### config.mk
export PLATFORM = sky130hd
export DESIGN_NAME = mi_queue
export DESIGN_NICKNAME = d
export VERILOG_FILES = /design/src/rtl/core/mi_pkg.sv /design/src/rtl/core/mi_queue.sv
export SDC_FILE = /design/constraint.sdc
export NUM_CORES = 1
export LEC_CHECK = 0
export BUFFER_PORTS_ARGS = -buffer_cell sky130_fd_sc_hd__buf_2
export CELL_PAD_IN_SITES_DETAIL_PLACEMENT = 1
export CELL_PAD_IN_SITES_GLOBAL_PLACEMENT = 1
export CORE_AREA = 2 2 66 56
export DETAILED_ROUTE_END_ITERATION = 8
export DIE_AREA = 0 0 68 58
export PLACE_DENSITY = 0.86
export SLEW_MARGIN = 20
export SYNTH_ARGS = -nofsm -noshare
export SYNTH_HDL_FRONTEND = slang
export SYNTH_SLANG_ARGS = --single-unit
### constraint.sdc
create_clock -name clock -period 2.9 [get_ports clock]
set_input_delay 0.435 -clock clock [delete_from_list [all_inputs] [get_ports clock]]
set_output_delay 0.435 -clock clock [all_outputs]
set_load 0.05 [all_outputs]
### src/rtl/core/mi_pkg.sv
// Package of the 3x3 matrix inverse unit: cofactor index table and the
// status structs passed between the front end, the queue and the back end.
package mi_pkg;

   localparam int NUM_ELEMS = 9;
   localparam int NUM_PRODS = 18;

   // Each cofactor is elem[a]*elem[b] - elem[c]*elem[d]; rows give {a, b, c, d}.
   localparam int MINOR_IDX [NUM_ELEMS][4] = '{
      '{4, 8, 7, 5}, '{7, 2, 1, 8}, '{1, 5, 4, 2},
      '{6, 5, 3, 8}, '{0, 8, 6, 2}, '{3, 2, 0, 5},
      '{3, 7, 6, 4}, '{6, 1, 0, 7}, '{0, 4, 3, 1}
   };

   // Fill state of the queue between front and back end.
   typedef struct packed {
      logic full;
      logic empty;
   } mi_fifo_status_type;

   // Determinant classification carried with each queued item.
   typedef struct packed {
      logic singular;
      logic det_neg;
   } mi_det_flags_type;

   localparam int FLAG_BITS = $bits(mi_det_flags_type);

endpackage

### src/rtl/core/mi_queue.sv
// Short first-in first-out queue that decouples the front and back ends.
// Depends on mi_pkg for its status struct.
module mi_queue import mi_pkg::*; #(
   parameter int WIDTH = 8,
   parameter int DEPTH = 4
) (
   input  logic               clock,
   input  logic               reset,
   input  logic               push,
   input  logic [WIDTH-1:0]   push_data,
   input  logic               pop,
   output logic [WIDTH-1:0]   pop_data,
   output mi_fifo_status_type status
);

   localparam int PTR_W = (DEPTH > 1) ? $clog2(DEPTH) : 1;
   localparam int CNT_W = $clog2(DEPTH + 1);

   logic [WIDTH-1:0] mem_ff [DEPTH];
   logic [PTR_W-1:0] wr_ptr_ff, wr_ptr_in;
   logic [PTR_W-1:0] rd_ptr_ff, rd_ptr_in;
   logic [CNT_W-1:0] count_ff, count_in;

   assign pop_data      = mem_ff[rd_ptr_ff];
   assign status.full   = (count_ff == CNT_W'(DEPTH));
   assign status.empty  = (count_ff == '0);

   // Pointer and fill count update; pointers wrap at the depth.
   always_comb begin
      wr_ptr_in = wr_ptr_ff;
      rd_ptr_in = rd_ptr_ff;
      if (push) begin
         wr_ptr_in = (wr_ptr_ff == PTR_W'(DEPTH - 1)) ? '0 : wr_ptr_ff + 1'b1;
      end
      if (pop) begin
         rd_ptr_in = (rd_ptr_ff == PTR_W'(DEPTH - 1)) ? '0 : rd_ptr_ff + 1'b1;
      end
      count_in = count_ff + CNT_W'(push) - CNT_W'(pop);
   end

   always_ff @(posedge clock) begin
      if (reset) begin
         wr_ptr_ff <= '0;
         rd_ptr_ff <= '0;
         count_ff  <= '0;
      end else begin
         wr_ptr_ff <= wr_ptr_in;
         rd_ptr_ff <= rd_ptr_in;
         count_ff  <= count_in;
      end
   end

   // Entry storage.
   always_ff @(posedge clock) begin
      if (push) begin
         mem_ff[wr_ptr_ff] <= push_data;
      end
   end

endmodule

---- After elaboration in Yosys (flattened, before gate mapping) ----
Memory sizes are Yosys's and may differ from the RTL's. A register that Yosys moved wholly into a read port is not among the register bits.
Cells that the tools add are included.
word-level totals
  register bits ........................... 7
  memories kept ........................... 1
  RAM bits ................................ 32
  input port bits ......................... 12
  logic and storage cells ................. 18
memory list
  memory  depth  bits a word  rd ports  clocked after Yosys merged registers in  wr ports  line            text
  mem_ff  4      8            1         1                                        1         mi_queue.sv:19  logic [WIDTH-1:0] mem_ff [DEPTH];
cells by class
  muxes and demuxes ....................... 6
  equal/unequal tests ..................... 3
  reductions and logical operators ........ 1
  $add $sub $neg .......................... 4
operator list
  cell                                         number
  two-way mux 2 bit                            4
  adder 2 x 1 -> 2 bit, second input constant  2
  == test 2 bit, second input constant         2
  adder 3 x 1 -> 3 bit                         1
  == test 3 bit, second input constant         1
  logical NOT 3 bit                            1
  subtractor 3 x 1 -> 3 bit                    1
  two-way mux 1 bit                            2

---- Longest topological paths before layout ----
  depth in word-level cells ............... 4
  depth in mapped cells ................... 7
  mapped depth without buffers ............ 7

---- Worst setup path after synthesis ----
OpenSTA, ideal clock, no wires.
  path kind ............................... reg-to-output
  start ................................... register count_ff[1]
  end ..................................... output port status[0] in the netlist's numbering
  required time ........................... 2.465 ns
  data arrival time ....................... 1.397 ns
  buffers on the path ..................... 0
  cell stages (with the launch flop) ...... 2
  setup slack ............................. 1.068 ns
  cells stage by stage .................... dfxtp_1 nor3_1
RTL lines
  what                      line            text
  start: declaration        mi_queue.sv:22  logic [CNT_W-1:0] count_ff, count_in;
  start signal: assignment  mi_queue.sv:49  count_ff <= count_in;
  end: declaration          mi_queue.sv:13  output mi_fifo_status_type status

==> reports/metrics.yaml <==
synth_common_cells: "edfxtp_1 (32), dfxtp_1 (9), mux4_2 (8)"
status: "completed"
die_w_um: 68
rows: 19
stdcell_count: 154
worstPathArrival_ps: 1780
dp.cells: 146
cts_root_buffer: "clkbuf_8"
insertion_delay_ps: 290
yosysMostFrequentCell: "edfxtp_1"
synthToLayoutAreaGrowth_pct: 15.9
cp_cell_sequence: "mux4_2 -> buf_2"
antenna_cells: 0
grt_pass1_vias: 893
setup_viol: 0
grt_pass1_wl_um: 4460
p_per_area_nw_per_um2: 738
cp_max_fo: 8
r2r-end: "count_ff[2]"
required_ps: 2470
core-area_um2: 3280
synthTopCellsByArea: "edfxtp_1 (60%), dfxtp_1 (11%), mux4_2 (11%)"
worst_setup_path_end_kind: "output port"
use_met1_pct: 20.2
grt_max_degree: 14
drt-initial-drc-count: 36
overflow: 0
synthesis.area_um2: 1610
ys_ff_latch: 41
cp_slowest_stage_delay_ps: 670
ys.flop_type: "edfxtp_1"
dieArea_um2: 3940
gp_congestion: 0.676
busiest_layer: "met2"
place_ws_ps: 922
final_util_pct: 56.9
grt_use_met3_pct: 4.08
postSynthAreaPerCell_um2: 19.0
critPathSlowestCell: "dfxtp_1"
synth_warnings: 0
path_class: "flop to output port"
fin_tns_setup_ps: 0
fmax_mhz: 452
ys_async_sr_fraction_pct: 0
ios: 22
min_path_cells: 1
hold_class: "input pin to flop"
cts_resized: 0
peakVddDrop_v: 0.000409
reg2reg_setup_slack_ps: 1120
viasPerCell: 5.12
vias: 788
syn_inst: 85
period_minus_slack_ps: 2210
antenna_found_initial: 0
fin_nets: 131
clk_pin_slew_ps: 80
drc: 0
hpwl_um: 2080
track_usage_pct: 16.5
wirelength_um: 2870
path_buf_inv: 1
ctsHtreeMaxLevel: 2
timing.final.crit_share_pct: 76.4
syn-num-nets: 105
grt_util_met2_pct: 28.4
synth_cell_types: 18
hold_buffers: 0
path_depth: 2
postCtsSetupBuffers: 0
worst_slack_ps: 686
clock-sinks: 41
synth_edf_count: 32
die_h_um: 58
detail-route-antenna-nets: 0
cts_tree: "done"
dr.pass1.iters: 4
hp-start: "push_data[3]"
hold_path_end: "mem_ff[3][3]"
port-buffer-count: 21
maxSlewHeadroom_pct: 63.4
skew_ps: 6.84
hold_viol: 0
critPathTopFamily: "flip-flops"
start_kind: "flop"
drive_gt1_share_pct: 33.0
clock_path_buffers: 2
detail_route.wl_per_cell_um: 18.6
worstReg2RegStart: "count_ff[0]"
p_leak_nw: 0.704
initial_utilization_pct: 49.1
synth.yosys.seq_area_share_pct: 70.8
cts_buffers: 5
max_cap_viol_count: 0
synth_top_area_share_pct: 59.6
rsz0062_at_grt: "false"
ff2ff_path_depth: 7
report.final.slew_viol_count: 0
synth_top_area_cell: "edfxtp_1"
worst_slew_pin_slew_ps: 548
[layout make-up]
class / count / area (um^2)
fillers: 315 / 1410
inverters: 6 / 22.5
well taps: 42 / 52.6
clock buffers: 7 / 108
clock inverters: 1 / 7.51
multi-input cells: 36 / 432
flip-flops and latches: 41 / 1140
repair buffers: 21 / 105
[metal layers]
layer  share of wire, %  wire length [um]
met1                 43              1250
met2                 53              1510
met3                2.6                76
met4                1.3                37
met5                  0                 0
[worst register-to-register path, delay by kind of cell, from the launching register on]
| family | cells | cell delay [ps] |
|---|---|---|
| xor+xnor | 1 | 360 |
| fa+ha+maj | 3 | 840 |
| buf+inv | 2 | 100 |
| flops | 1 | 350 |
| simple gates | 1 | 90 |
[registers in the layout, summed over array words and instances, names as in the netlist, named ones only]
name	flops
mem_ff	32
count_ff	3
rd_ptr_ff	2
wr_ptr_ff	2
[power breakdown]
group	internal [mW]	leakage (nW)	switching, mW
sequential	0.670	0.368	0.0264
clock	0.245	0.0556	0.193
combinational	0.0889	0.280	0.154
[cells by family after synthesis]
group	after synthesis	synth area share (%)
flops	41	70.8
simple gates	15	5.59
mux	10	12.4
buf+inv	8	2.41
fa+ha+maj	8	6.68
compound gates	2	0.621
xor+xnor	1	1.47
[worst max path at each step]
stage                startpoint          end  slack [ps]
global route               flop  pop_data[7]         570
finish                     flop  pop_data[5]         690
global placement            pop  count_ff[2]         980
floorplan           count_ff[1]    status[0]        1070
detailed placement          pop  count_ff[2]         920
CTS                        flop  pop_data[5]         640
[layout by cell type (no fill, tap or decap), drive strengths merged]
| cell type | netlist | routed |
|---|---|---|
| a21oi | 2 | 2 |
| fa | 1 | 1 |
| dfxtp | 9 | 9 |
| xor3 | 1 | 1 |
| clkinvlp | 0 | 1 |
| nor3 | 1 | 1 |
| or3b | 2 | 2 |
| nor2b | 2 | 2 |
| inv | 6 | 6 |
| mux4 | 8 | 8 |
| edfxtp | 32 | 32 |
| and3 | 1 | 1 |
| mux2i | 2 | 2 |
| nor2 | 3 | 3 |
| clkbuf | 1 | 7 |
| and2 | 4 | 4 |
| buf | 1 | 21 |
| nand2b | 2 | 2 |
| ha | 7 | 7 |
[per-stage QoR]
| stage | total power [mW] | area, um^2 | hold WS [ps] |
|---|---|---|---|
| 6_report | 1.38 | 1870 | 364 |
| 5_1_grt | 1.42 | 1870 | 362 |
| 4_1_cts | 1.39 | 1870 | 359 |
| 3_5_place_dp | 0.955 | 1750 | 528 |
| 3_3_place_gp | 0.935 | 1750 | 498 |
| 2_1_floorplan | 0.890 | 1610 | 469 |
Power figures use the tool's default switching activity.
